**src/rtl/slx_pkg.sv**
```systemverilog
// ----------------------------------------------------------------------
// slx_pkg
// Shared widths, token kinds and record types of the source lexer.
// ----------------------------------------------------------------------
package slx_pkg;

  localparam int unsigned KIND_W = 5;
  localparam int unsigned POS_W  = 32;
  localparam int unsigned LINE_W = 24;
  localparam int unsigned VAL_W  = 63;

  // tokens one input beat can give, and the count field that holds it
  localparam int unsigned SLOTS = 3;
  localparam int unsigned CNT_W = $clog2(SLOTS + 1);
  localparam int unsigned IDX_W = $clog2(SLOTS);

  // record queue between front and back end
  localparam int unsigned QDEPTH = 4;
  localparam int unsigned QPTR_W = $clog2(QDEPTH);
  localparam int unsigned QCNT_W = $clog2(QDEPTH + 1);

  localparam logic CMD_BYTE = 1'b0;
  localparam logic CMD_END  = 1'b1;

  localparam logic [KIND_W-1:0] K_LPAREN     = 5'd0;
  localparam logic [KIND_W-1:0] K_RPAREN     = 5'd1;
  localparam logic [KIND_W-1:0] K_LBRACE     = 5'd2;
  localparam logic [KIND_W-1:0] K_RBRACE     = 5'd3;
  localparam logic [KIND_W-1:0] K_COMMA      = 5'd4;
  localparam logic [KIND_W-1:0] K_DOT        = 5'd5;
  localparam logic [KIND_W-1:0] K_SEMI       = 5'd6;
  localparam logic [KIND_W-1:0] K_MINUS      = 5'd7;
  localparam logic [KIND_W-1:0] K_PLUS       = 5'd8;
  localparam logic [KIND_W-1:0] K_STAR       = 5'd9;
  localparam logic [KIND_W-1:0] K_SLASH      = 5'd10;
  localparam logic [KIND_W-1:0] K_BANG       = 5'd11;
  localparam logic [KIND_W-1:0] K_BANG_EQ    = 5'd12;
  localparam logic [KIND_W-1:0] K_EQUAL      = 5'd13;
  localparam logic [KIND_W-1:0] K_EQ_EQ      = 5'd14;
  localparam logic [KIND_W-1:0] K_LESS       = 5'd15;
  localparam logic [KIND_W-1:0] K_LESS_EQ    = 5'd16;
  localparam logic [KIND_W-1:0] K_GREATER    = 5'd17;
  localparam logic [KIND_W-1:0] K_GREATER_EQ = 5'd18;
  localparam logic [KIND_W-1:0] K_AND        = 5'd19;
  localparam logic [KIND_W-1:0] K_OR         = 5'd20;
  localparam logic [KIND_W-1:0] K_NUMBER     = 5'd21;
  localparam logic [KIND_W-1:0] K_IDENT      = 5'd22;
  localparam logic [KIND_W-1:0] K_END        = 5'd23;
  localparam logic [KIND_W-1:0] K_ERROR      = 5'd24;

  typedef struct packed {
    logic [KIND_W-1:0] kind;
    logic [POS_W-1:0]  start;
    logic [POS_W-1:0]  len;
    logic [VAL_W-1:0]  value;
    logic              is_float;
  } tok_t;

  // all tokens of one input beat share the line counter
  typedef struct packed {
    logic [CNT_W-1:0]      count;
    logic [LINE_W-1:0]     line;
    tok_t [SLOTS-1:0]      tok;
  } rec_t;

endpackage

```
**src/rtl/slx_front.sv**
```systemverilog
// ----------------------------------------------------------------------
// slx_front
// Scanner state machine: takes one beat per cycle while accept_i is high
// and builds a record of up to three tokens for it.
// ----------------------------------------------------------------------
module slx_front import slx_pkg::*; (
  input  logic       clk_i,
  input  logic       rst_ni,
  input  logic       accept_i,
  input  logic       command_i,
  input  logic [7:0] source_byte_i,
  output logic       rec_valid_o,
  output rec_t       rec_o
);

  localparam logic [7:0] CH_LPAREN  = 8'h28;
  localparam logic [7:0] CH_RPAREN  = 8'h29;
  localparam logic [7:0] CH_LBRACE  = 8'h7B;
  localparam logic [7:0] CH_RBRACE  = 8'h7D;
  localparam logic [7:0] CH_COMMA   = 8'h2C;
  localparam logic [7:0] CH_DOT     = 8'h2E;
  localparam logic [7:0] CH_SEMI    = 8'h3B;
  localparam logic [7:0] CH_MINUS   = 8'h2D;
  localparam logic [7:0] CH_PLUS    = 8'h2B;
  localparam logic [7:0] CH_STAR    = 8'h2A;
  localparam logic [7:0] CH_BANG    = 8'h21;
  localparam logic [7:0] CH_EQUAL   = 8'h3D;
  localparam logic [7:0] CH_LESS    = 8'h3C;
  localparam logic [7:0] CH_GREATER = 8'h3E;
  localparam logic [7:0] CH_SLASH   = 8'h2F;
  localparam logic [7:0] CH_AMP     = 8'h26;
  localparam logic [7:0] CH_BAR     = 8'h7C;
  localparam logic [7:0] CH_SPACE   = 8'h20;
  localparam logic [7:0] CH_CR      = 8'h0D;
  localparam logic [7:0] CH_TAB     = 8'h09;
  localparam logic [7:0] CH_LF      = 8'h0A;
  localparam logic [7:0] CH_ZERO    = 8'h30;
  localparam logic [7:0] CH_NINE    = 8'h39;
  localparam logic [7:0] CH_LOW_A   = 8'h61;
  localparam logic [7:0] CH_LOW_Z   = 8'h7A;
  localparam logic [7:0] CH_UP_A    = 8'h41;
  localparam logic [7:0] CH_UP_Z    = 8'h5A;
  localparam logic [7:0] CH_UNDER   = 8'h5F;

  localparam logic [POS_W-1:0]  POS_MAX  = '1;
  localparam logic [LINE_W-1:0] LINE_MAX = '1;
  localparam logic [VAL_W-1:0]  VAL_MAX  = '1;
  localparam int unsigned       PROD_W   = VAL_W + 4;

  typedef enum logic [6:0] {
    M_IDLE    = 7'b0000001,
    M_OP      = 7'b0000010,
    M_COMMENT = 7'b0000100,
    M_IDENT   = 7'b0001000,
    M_NUMBER  = 7'b0010000,
    M_NUMDOT  = 7'b0100000,
    M_FRAC    = 7'b1000000
  } mode_e;

  typedef enum logic [2:0] {
    P_NONE    = 3'd0,
    P_BANG    = 3'd1,
    P_EQUAL   = 3'd2,
    P_LESS    = 3'd3,
    P_GREATER = 3'd4,
    P_SLASH   = 3'd5,
    P_AMP     = 3'd6,
    P_BAR     = 3'd7
  } pend_e;

  function automatic tok_t mk_tok(logic [KIND_W-1:0] kind, logic [POS_W-1:0] start,
                                  logic [POS_W-1:0] len, logic [VAL_W-1:0] value,
                                  logic is_float);
    tok_t t;
    t.kind     = kind;
    t.start    = start;
    t.len      = len;
    t.value    = value;
    t.is_float = is_float;
    return t;
  endfunction

  // one-byte form of a waiting operator; lone & and | are errors
  function automatic logic [KIND_W-1:0] single_kind(pend_e p);
    logic [KIND_W-1:0] k;
    case (p)
      P_BANG:    k = K_BANG;
      P_EQUAL:   k = K_EQUAL;
      P_LESS:    k = K_LESS;
      P_GREATER: k = K_GREATER;
      P_SLASH:   k = K_SLASH;
      default:   k = K_ERROR;
    endcase
    return k;
  endfunction

  function automatic logic [KIND_W-1:0] eq_kind(pend_e p);
    logic [KIND_W-1:0] k;
    case (p)
      P_BANG:  k = K_BANG_EQ;
      P_EQUAL: k = K_EQ_EQ;
      P_LESS:  k = K_LESS_EQ;
      default: k = K_GREATER_EQ;
    endcase
    return k;
  endfunction

  mode_e             mode_q, mode_d;
  pend_e             pend_q, pend_d;
  logic [POS_W-1:0]  start_q, start_d;
  logic [POS_W-1:0]  pos_q, pos_d;
  logic [LINE_W-1:0] line_q, line_d;
  logic [VAL_W-1:0]  acc_q, acc_d;
  logic              frac_q, frac_d;

  tok_t [SLOTS-1:0]  tok;
  logic [CNT_W-1:0]  cnt;
  logic              rescan;
  logic [POS_W-1:0]  span, span_m1, dot_at;
  logic [VAL_W-1:0]  num_val;
  logic [PROD_W-1:0] acc_x10;
  logic              b_digit, b_alpha;
  logic [7:0]        b;

  assign b       = source_byte_i;
  assign b_digit = (b >= CH_ZERO) && (b <= CH_NINE);
  assign b_alpha = ((b >= CH_LOW_A) && (b <= CH_LOW_Z)) ||
                   ((b >= CH_UP_A) && (b <= CH_UP_Z)) || (b == CH_UNDER);

  assign span    = (pos_q >= start_q) ? pos_q - start_q : '0;
  assign span_m1 = (span != '0) ? span - POS_W'(1) : '0;
  assign dot_at  = (pos_q != '0) ? pos_q - POS_W'(1) : '0;
  assign num_val = frac_q ? '0 : acc_q;
  // acc * 10 + digit, low nibble of an ascii digit is its value
  assign acc_x10 = PROD_W'({acc_q, 3'b000}) + PROD_W'({acc_q, 1'b0}) + PROD_W'(b[3:0]);

  always_comb begin
    mode_d  = mode_q;
    pend_d  = pend_q;
    start_d = start_q;
    pos_d   = pos_q;
    line_d  = line_q;
    acc_d   = acc_q;
    frac_d  = frac_q;
    tok     = '0;
    cnt     = '0;
    rescan  = 1'b0;

    if (accept_i) begin
      if (command_i == CMD_END) begin
        // flush whatever is waiting, then END
        case (mode_q)
          M_OP: begin
            tok[0] = mk_tok(single_kind(pend_q), start_q, POS_W'(1), '0, 1'b0);
            cnt    = CNT_W'(1);
          end
          M_IDENT: begin
            tok[0] = mk_tok(K_IDENT, start_q, span, '0, 1'b0);
            cnt    = CNT_W'(1);
          end
          M_NUMBER, M_FRAC: begin
            tok[0] = mk_tok(K_NUMBER, start_q, span, num_val, frac_q);
            cnt    = CNT_W'(1);
          end
          M_NUMDOT: begin
            tok[0] = mk_tok(K_NUMBER, start_q, span_m1, num_val, frac_q);
            tok[1] = mk_tok(K_DOT, dot_at, POS_W'(1), '0, 1'b0);
            cnt    = CNT_W'(2);
          end
          default: begin
            cnt = '0;
          end
        endcase
        tok[cnt[IDX_W-1:0]] = mk_tok(K_END, pos_q, '0, '0, 1'b0);
        cnt     = cnt + CNT_W'(1);
        mode_d  = M_IDLE;
        pend_d  = P_NONE;
        start_d = '0;
        pos_d   = '0;
        line_d  = '0;
        acc_d   = '0;
        frac_d  = 1'b0;
      end else begin
        // settle the waiting token against this byte
        case (mode_q)
          M_OP: begin
            mode_d = M_IDLE;
            pend_d = P_NONE;
            if ((pend_q == P_BANG || pend_q == P_EQUAL || pend_q == P_LESS ||
                 pend_q == P_GREATER) && b == CH_EQUAL) begin
              tok[0] = mk_tok(eq_kind(pend_q), start_q, POS_W'(2), '0, 1'b0);
              cnt    = CNT_W'(1);
            end else if (pend_q == P_SLASH && b == CH_SLASH) begin
              mode_d = M_COMMENT;
            end else if (pend_q == P_AMP && b == CH_AMP) begin
              tok[0] = mk_tok(K_AND, start_q, POS_W'(2), '0, 1'b0);
              cnt    = CNT_W'(1);
            end else if (pend_q == P_BAR && b == CH_BAR) begin
              tok[0] = mk_tok(K_OR, start_q, POS_W'(2), '0, 1'b0);
              cnt    = CNT_W'(1);
            end else begin
              tok[0] = mk_tok(single_kind(pend_q), start_q, POS_W'(1), '0, 1'b0);
              cnt    = CNT_W'(1);
              rescan = 1'b1;
            end
          end
          M_COMMENT: begin
            if (b == CH_LF) begin
              mode_d = M_IDLE;
              pend_d = P_NONE;
              rescan = 1'b1;
            end
          end
          M_IDENT: begin
            if (!(b_alpha || b_digit)) begin
              tok[0] = mk_tok(K_IDENT, start_q, span, '0, 1'b0);
              cnt    = CNT_W'(1);
              mode_d = M_IDLE;
              pend_d = P_NONE;
              rescan = 1'b1;
            end
          end
          M_NUMBER: begin
            if (b_digit) begin
              acc_d = (acc_x10[PROD_W-1:VAL_W] != '0) ? VAL_MAX : acc_x10[VAL_W-1:0];
            end else if (b == CH_DOT) begin
              mode_d = M_NUMDOT;
            end else begin
              tok[0] = mk_tok(K_NUMBER, start_q, span, num_val, frac_q);
              cnt    = CNT_W'(1);
              mode_d = M_IDLE;
              pend_d = P_NONE;
              rescan = 1'b1;
            end
          end
          M_NUMDOT: begin
            if (b_digit) begin
              frac_d = 1'b1;
              mode_d = M_FRAC;
            end else begin
              // number without the dot, then the dot on its own
              tok[0] = mk_tok(K_NUMBER, start_q, span_m1, num_val, frac_q);
              tok[1] = mk_tok(K_DOT, dot_at, POS_W'(1), '0, 1'b0);
              cnt    = CNT_W'(2);
              mode_d = M_IDLE;
              pend_d = P_NONE;
              rescan = 1'b1;
            end
          end
          M_FRAC: begin
            if (!b_digit) begin
              tok[0] = mk_tok(K_NUMBER, start_q, span, num_val, frac_q);
              cnt    = CNT_W'(1);
              mode_d = M_IDLE;
              pend_d = P_NONE;
              rescan = 1'b1;
            end
          end
          default: begin
            mode_d = M_IDLE;
            pend_d = P_NONE;
            rescan = 1'b1;
          end
        endcase

        if (rescan) begin
          case (b)
            CH_LPAREN, CH_RPAREN, CH_LBRACE, CH_RBRACE, CH_COMMA, CH_DOT,
            CH_SEMI, CH_MINUS, CH_PLUS, CH_STAR: begin
              case (b)
                CH_LPAREN: tok[cnt[IDX_W-1:0]] = mk_tok(K_LPAREN, pos_q, POS_W'(1), '0, 1'b0);
                CH_RPAREN: tok[cnt[IDX_W-1:0]] = mk_tok(K_RPAREN, pos_q, POS_W'(1), '0, 1'b0);
                CH_LBRACE: tok[cnt[IDX_W-1:0]] = mk_tok(K_LBRACE, pos_q, POS_W'(1), '0, 1'b0);
                CH_RBRACE: tok[cnt[IDX_W-1:0]] = mk_tok(K_RBRACE, pos_q, POS_W'(1), '0, 1'b0);
                CH_COMMA:  tok[cnt[IDX_W-1:0]] = mk_tok(K_COMMA, pos_q, POS_W'(1), '0, 1'b0);
                CH_DOT:    tok[cnt[IDX_W-1:0]] = mk_tok(K_DOT, pos_q, POS_W'(1), '0, 1'b0);
                CH_SEMI:   tok[cnt[IDX_W-1:0]] = mk_tok(K_SEMI, pos_q, POS_W'(1), '0, 1'b0);
                CH_MINUS:  tok[cnt[IDX_W-1:0]] = mk_tok(K_MINUS, pos_q, POS_W'(1), '0, 1'b0);
                CH_PLUS:   tok[cnt[IDX_W-1:0]] = mk_tok(K_PLUS, pos_q, POS_W'(1), '0, 1'b0);
                default:   tok[cnt[IDX_W-1:0]] = mk_tok(K_STAR, pos_q, POS_W'(1), '0, 1'b0);
              endcase
              cnt = cnt + CNT_W'(1);
            end
            CH_BANG, CH_EQUAL, CH_LESS, CH_GREATER, CH_SLASH, CH_AMP, CH_BAR: begin
              mode_d  = M_OP;
              start_d = pos_q;
              case (b)
                CH_BANG:    pend_d = P_BANG;
                CH_EQUAL:   pend_d = P_EQUAL;
                CH_LESS:    pend_d = P_LESS;
                CH_GREATER: pend_d = P_GREATER;
                CH_SLASH:   pend_d = P_SLASH;
                CH_AMP:     pend_d = P_AMP;
                default:    pend_d = P_BAR;
              endcase
            end
            CH_SPACE, CH_CR, CH_TAB: begin
              mode_d = M_IDLE;
            end
            CH_LF: begin
              if (line_q != LINE_MAX) begin
                line_d = line_q + LINE_W'(1);
              end
            end
            default: begin
              if (b_digit) begin
                mode_d  = M_NUMBER;
                start_d = pos_q;
                acc_d   = VAL_W'(b[3:0]);
                frac_d  = 1'b0;
              end else if (b_alpha) begin
                mode_d  = M_IDENT;
                start_d = pos_q;
              end else begin
                tok[cnt[IDX_W-1:0]] = mk_tok(K_ERROR, pos_q, POS_W'(1), '0, 1'b0);
                cnt = cnt + CNT_W'(1);
              end
            end
          endcase
        end

        if (pos_q != POS_MAX) begin
          pos_d = pos_q + POS_W'(1);
        end
      end
    end
  end

  always_ff @(posedge clk_i or negedge rst_ni) begin
    if (!rst_ni) begin
      mode_q  <= M_IDLE;
      pend_q  <= P_NONE;
      start_q <= '0;
      pos_q   <= '0;
      line_q  <= '0;
      acc_q   <= '0;
      frac_q  <= 1'b0;
    end else begin
      mode_q  <= mode_d;
      pend_q  <= pend_d;
      start_q <= start_d;
      pos_q   <= pos_d;
      line_q  <= line_d;
      acc_q   <= acc_d;
      frac_q  <= frac_d;
    end
  end

  assign rec_valid_o = accept_i && (cnt != '0);
  assign rec_o.count = cnt;
  assign rec_o.line  = line_q;
  assign rec_o.tok   = tok;

endmodule

```
**src/rtl/slx_queue.sv**
```systemverilog
// ----------------------------------------------------------------------
// slx_queue
// Short record queue that decouples the scanner from token delivery.
// ----------------------------------------------------------------------
module slx_queue import slx_pkg::*; (
  input  logic clk_i,
  input  logic rst_ni,
  input  logic push_i,
  input  rec_t rec_i,
  output logic full_o,
  input  logic pop_i,
  output logic valid_o,
  output rec_t rec_o
);

  rec_t              mem_q [QDEPTH];
  logic [QPTR_W-1:0] wr_q, wr_d;
  logic [QPTR_W-1:0] rd_q, rd_d;
  logic [QCNT_W-1:0] cnt_q, cnt_d;

  always_comb begin
    wr_d  = wr_q;
    rd_d  = rd_q;
    cnt_d = cnt_q;
    if (push_i) begin
      wr_d = (wr_q == QPTR_W'(QDEPTH - 1)) ? '0 : wr_q + QPTR_W'(1);
    end
    if (pop_i) begin
      rd_d = (rd_q == QPTR_W'(QDEPTH - 1)) ? '0 : rd_q + QPTR_W'(1);
    end
    if (push_i && !pop_i) begin
      cnt_d = cnt_q + QCNT_W'(1);
    end else if (pop_i && !push_i) begin
      cnt_d = cnt_q - QCNT_W'(1);
    end
  end

  always_ff @(posedge clk_i or negedge rst_ni) begin
    if (!rst_ni) begin
      wr_q  <= '0;
      rd_q  <= '0;
      cnt_q <= '0;
    end else begin
      wr_q  <= wr_d;
      rd_q  <= rd_d;
      cnt_q <= cnt_d;
    end
  end

  always_ff @(posedge clk_i) begin
    if (push_i) begin
      mem_q[wr_q] <= rec_i;
    end
  end

  assign full_o  = (cnt_q == QCNT_W'(QDEPTH));
  assign valid_o = (cnt_q != '0);
  assign rec_o   = mem_q[rd_q];

endmodule

```
**src/rtl/slx_back.sv**
```systemverilog
// ----------------------------------------------------------------------
// slx_back
// Token delivery: walks the tokens of the head record one per cycle into
// the output register while it is free or being drained.
// ----------------------------------------------------------------------
module slx_back import slx_pkg::*; (
  input  logic              clk_i,
  input  logic              rst_ni,
  input  logic              rec_valid_i,
  input  rec_t              rec_i,
  output logic              rec_pop_o,
  input  logic              pop_i,
  output logic              empty_o,
  output tok_t              tok_o,
  output logic [LINE_W-1:0] line_o,
  output logic              last_o
);

  logic [IDX_W-1:0]  idx_q, idx_d;
  logic              valid_q, valid_d;
  tok_t              tok_q;
  logic [LINE_W-1:0] line_q;
  logic              last_q;
  logic              load, last_slot;

  // output register takes a token when it is free or being drained
  assign load      = rec_valid_i && (!valid_q || pop_i);
  assign last_slot = (CNT_W'(idx_q) == rec_i.count - CNT_W'(1));
  assign rec_pop_o = load && last_slot;

  always_comb begin
    idx_d   = idx_q;
    valid_d = valid_q;
    if (load) begin
      idx_d   = last_slot ? '0 : idx_q + IDX_W'(1);
      valid_d = 1'b1;
    end else if (pop_i) begin
      valid_d = 1'b0;
    end
  end

  always_ff @(posedge clk_i or negedge rst_ni) begin
    if (!rst_ni) begin
      idx_q   <= '0;
      valid_q <= 1'b0;
    end else begin
      idx_q   <= idx_d;
      valid_q <= valid_d;
    end
  end

  always_ff @(posedge clk_i) begin
    if (load) begin
      tok_q  <= rec_i.tok[idx_q];
      line_q <= rec_i.line;
      last_q <= last_slot;
    end
  end

  assign empty_o = !valid_q;
  assign tok_o   = tok_q;
  assign line_o  = line_q;
  assign last_o  = last_q;

endmodule

```
**src/rtl/source_code_lexer_unit.sv**
```systemverilog
// ----------------------------------------------------------------------
// source_code_lexer_unit
// Streaming lexer for a small C-like language. Source text goes in one
// beat per cycle while full is low (a byte, or an end-of-source command
// that flushes the pending token, emits END and restarts offsets and
// lines at zero). The scanner accepts such a beat every cycle and turns
// it into a record of up to three tokens, written into a four-record
// queue; the delivery side hands out one token per cycle from that queue
// while the output register is free or popped. The sustained rate is one
// beat per cycle as long as the tokens per beat average at most one;
// bursts are absorbed by the queue and full rises only when it holds
// four records. With the queue empty and the output register free, the
// first token of a beat reaches the ports via the queue memory and the
// output register. last_of_run_o marks the final token of each beat.
// ----------------------------------------------------------------------
module source_code_lexer_unit import slx_pkg::*; (
  input  logic              clk_i,
  input  logic              rst_ni,
  input  logic              push,
  output logic              full,
  input  logic              command_i,
  input  logic [7:0]        source_byte_i,
  output logic              empty,
  input  logic              pop,
  output logic [KIND_W-1:0] token_kind_o,
  output logic [POS_W-1:0]  lexeme_start_o,
  output logic [POS_W-1:0]  lexeme_length_o,
  output logic [LINE_W-1:0] line_number_o,
  output logic [VAL_W-1:0]  integer_value_o,
  output logic              is_float_o,
  output logic              last_of_run_o
);

  logic accept;
  logic rec_push, rec_valid, rec_pop;
  logic q_full, out_empty;
  rec_t rec_in, rec_head;
  tok_t tok;

  assign accept = push && !q_full;

  slx_front u_front (
    .clk_i         (clk_i),
    .rst_ni        (rst_ni),
    .accept_i      (accept),
    .command_i     (command_i),
    .source_byte_i (source_byte_i),
    .rec_valid_o   (rec_push),
    .rec_o         (rec_in)
  );

  slx_queue u_queue (
    .clk_i   (clk_i),
    .rst_ni  (rst_ni),
    .push_i  (rec_push),
    .rec_i   (rec_in),
    .full_o  (q_full),
    .pop_i   (rec_pop),
    .valid_o (rec_valid),
    .rec_o   (rec_head)
  );

  slx_back u_back (
    .clk_i       (clk_i),
    .rst_ni      (rst_ni),
    .rec_valid_i (rec_valid),
    .rec_i       (rec_head),
    .rec_pop_o   (rec_pop),
    .pop_i       (pop && !out_empty),
    .empty_o     (out_empty),
    .tok_o       (tok),
    .line_o      (line_number_o),
    .last_o      (last_of_run_o)
  );

  assign full            = q_full;
  assign empty           = out_empty;
  assign token_kind_o    = tok.kind;
  assign lexeme_start_o  = tok.start;
  assign lexeme_length_o = tok.len;
  assign integer_value_o = tok.value;
  assign is_float_o      = tok.is_float;

endmodule
```
**config.mk**
```make
export PLATFORM = sky130hd
export DESIGN_NAME = source_code_lexer_unit
export DESIGN_NICKNAME = d
export VERILOG_FILES = /design/src/rtl/slx_pkg.sv /design/src/rtl/slx_front.sv /design/src/rtl/slx_queue.sv /design/src/rtl/slx_back.sv /design/src/rtl/source_code_lexer_unit.sv
export SDC_FILE = /design/constraint.sdc
export NUM_CORES = 2
export LEC_CHECK = 0
export BUFFER_PORTS_ARGS = -buffer_cell sky130_fd_sc_hd__clkbuf_2
export CAP_MARGIN = 0
export CORE_ASPECT_RATIO = 0.5
export CORE_MARGIN = 4
export CORE_UTILIZATION = 35
export DETAILED_ROUTE_END_ITERATION = 8
export PLACE_DENSITY = 0.47
export SYNTH_ARGS = -nofsm -noshare
export SYNTH_HDL_FRONTEND = slang
export SYNTH_SLANG_ARGS = --single-unit
```
**constraint.sdc**
```tcl
create_clock -name clk_i -period 18 [get_ports clk_i]
set_input_delay 3.6 -clock clk_i [delete_from_list [all_inputs] [get_ports clk_i]]
set_output_delay 3.6 -clock clk_i [all_outputs]
set_load 0.02 [all_outputs]
```
==> impl_metrics.toml <==
[run_status]
status = "completed"

[cells_and_area]
seqCellArea_um2 = 37300
fillers = 16400
design_area_um2 = 69100
drive_gt1_frac = 0.156
syn_to_final_growth_pct = 11.9
final_net_count = 4900
multi_input_area_um2 = 23100
antenna_cells = 0

[die]
fp.dieH_um = 305
die_w_um = 602
fp.coreArea_um2 = 174000
start_util = 0.354
io_pins = 173
placementRows = 108
die-area_um2 = 184000

[sta]
slew_viol_final = 0
fin_crit_sh = 0.558
max_freq_mhz = 99.6
setup_violations = 0
finalCriticalPeriod_ns = 10.04
worstMarginPinSlew_ns = 1.22
final.setup_skew_ns = 0.0323
rsz0062_at_grt = "false"
final-hold-violation-count = 0
max_slew_margin = 0.185
finalSetupTns_ns = 0

[clocking]
tritoncts = "built"
cts_inserted_buffers = 118
cts_hold_buf = 0
h-tree-depth = 3
cts_sinks = 1270
ctsResizeCount = 0
path_clk_slew_ns = 0.06
clk_latency_ns = 0.75
root_buffer = "clkbuf_16"
post_cts_buffers = 0
clockBufferDepth = 3

[worst_setup_path]
critPathLaunchType = "input port"
crit_arrival_ns = 10.40
path_max_fanout = 62
crit_required_ns = 18.37
criticalPathCategory = "input port to flip-flop"
end_kind = "flip-flop"

[synthesis]
syn_avg_cell_area_um2 = 13.3
synthFlopType = "edfxtp_1"
post-synth-top-count-cell = "edfxtp_1"
synthCells = 4642
synth_seq_cells = 1270
ys_async_sr_fraction = 0.135
synth_edf_count = 1098
ys_types = 99
yosysTopAreaCell = "edfxtp_1"
ys_seq_area_frac = 0.604
yosys_warnings = 0
yosysTopAreaCellShare = 0.534
synthTopCellsByCount = "edfxtp_1 (1,098), nand2_1 (375), clkbuf_1 (258), o21ai_0 (258), nor2_1 (257)"
syn_nets = 4835
syn-cell-area_um2 = 61700
synth_area_leaders = "edfxtp_1 (53%), mux4_2 (8.6%), dfrtp_1 (6.9%), ha_1 (3.6%), nand2_1 (2.3%)"

[pwr]
p_seq_frac = 0.407
p_int_uw = 6660
power.density_nw_per_um2 = 148
p_sw_frac = 0.347
p_clk_frac = 0.255
leakage_uw = 0.0247
p_sw_uw = 3530
ir_worst_vdd_mv = 0.103
p_comb_frac = 0.338
p_total_uw = 10200

[global_routing]
grt_start_max_net_pins = 124
grt_pass1_vias = 40500
overflow = 0
grt_pass1_wl_mm = 267
grt_usage = 0.189
antenna_found_initial = 4

[routing]
drt.antenna.violating_nets = 0
vias = 40000
first_pass_iters = 5
drt_wl_total_mm = 177
drtIter0Drc = 3606
detail_route.vias_per_cell = 5.62
drc = 0
wire_per_inst_um = 24.9

[placement]
dpl_cell_area_um2 = 65100
port_buffers = 172
gp_congestion = 0.849
hpwl_mm = 115

[flow_run]
max_cap_violations = 0

[hold_path]
hp-class = "flip-flop to flip-flop"
## final timing paths
path	startpoint	end	slack [ns]	cells past startpoint
max in group asynchronous	rst_ni	u_queue.rd_q[0]	13.73	2
setup reg to reg	u_front.mode_q[5]	u_queue.mem_q[0][238]	10.29	13
setup / recovery	source_byte_i[4]	u_queue.mem_q[0][238]	7.96	14
min in group asynchronous	rst_ni	u_front.start_q[21]	2.80	1
hold reg to reg	u_queue.cnt_q[2]	u_queue.cnt_q[2]	0.50	1
hold / removal	u_queue.cnt_q[2]	u_queue.cnt_q[2]	0.50	1
## registers in the layout, summed over array words and instances, names as in the netlist, 2 cells and up
signal	cells
u_front.start_q	32
u_front.pend_q	3
u_front.pos_q	32
u_front.acc_q	63
u_back.idx_q	2
u_front.line_q	24
u_queue.cnt_q	3
u_queue.wr_q	2
u_front.mode_q	7
u_back.line_o	24
u_queue.mem_q	940
u_back.tok_o	133
u_queue.rd_q	2
## routing by layer
metal / share of wire / track usage / vias to the layer above
met3: 0.042 / 0.0239 / 178
met4: 0.017 / 0.0367 / 0
met5: 0 / 0 / -
met1: 0.47 / 0.272 / 20800
li1: - / - / 18100
met2: 0.47 / 0.308 / 949
## cells by family after synthesis
family	Yosys count	share of synthesized area
AOI/OAI and AO/OA	1042	0.113
xor gates and xnor gates	138	0.0196
adders and majority gates	180	0.0370
buffers and inverters	394	0.0244
DFF	1270	0.604
muxes	291	0.0950
and+or+nand+nor	1327	0.107
## placed cells by master (no fill, tap or decap), types with 118 or more instances in the layout
cell / n
and2_1: 118
dfrtp_1: 167
clkbuf_2: 170
nor2_1: 252
edfxtp_1: 1098
clkbuf_16: 121
nand2_1: 373
a21oi_1: 228
mux4_2: 235
ha_1: 175
nor3_1: 149
o21ai_0: 257
## through the flow
step                      hold WS (ns)  utilization  setup WS (ns)  std cells
after floorplan                  0.456            -           4.19       4642
final                            0.499        0.396           7.96       7121
after CTS                        0.492        0.396           7.94       7121
after global placement           0.473        0.373           7.18       6897
after global routing             0.525        0.396           7.45       7121
after detailed placement         0.478        0.373           7.15       6897
## worst max-delay path, cell delays in order
cell and delay, ns:
clkbuf_2 0.22, or4b_1 0.66, nor3_1 0.57, o21a_1 0.25, o22ai_1 0.14, a2111o_1 0.66, and2_1 0.29, xnor2_1 0.14
a221oi_1 0.62, or2_2 0.33, and2_4 0.58, buf_4 0.68, buf_4 0.61, buf_4 0.87
## power by group through the flow
stage	clock [uW]	sequential [uW]	combinational [uW]
finish	2600	4150	3440
global route	2800	4200	3760
CTS	2670	4170	3520
detailed placement	0	4230	3510
global placement	0	4200	3500
floorplan	0	4470	2190
## area by class of cell
cell class | instances | area share
clock buffer | 152 | 0.0465
clock inverter | 72 | 0.0112
inverter | 83 | 0.00451
multi-input combinational | 2978 | 0.334
sequential | 1270 | 0.540
tap | 2310 | 0.0419
timing repair buffer | 256 | 0.0221
No activity file was read; power rests on OpenSTA's default activity.
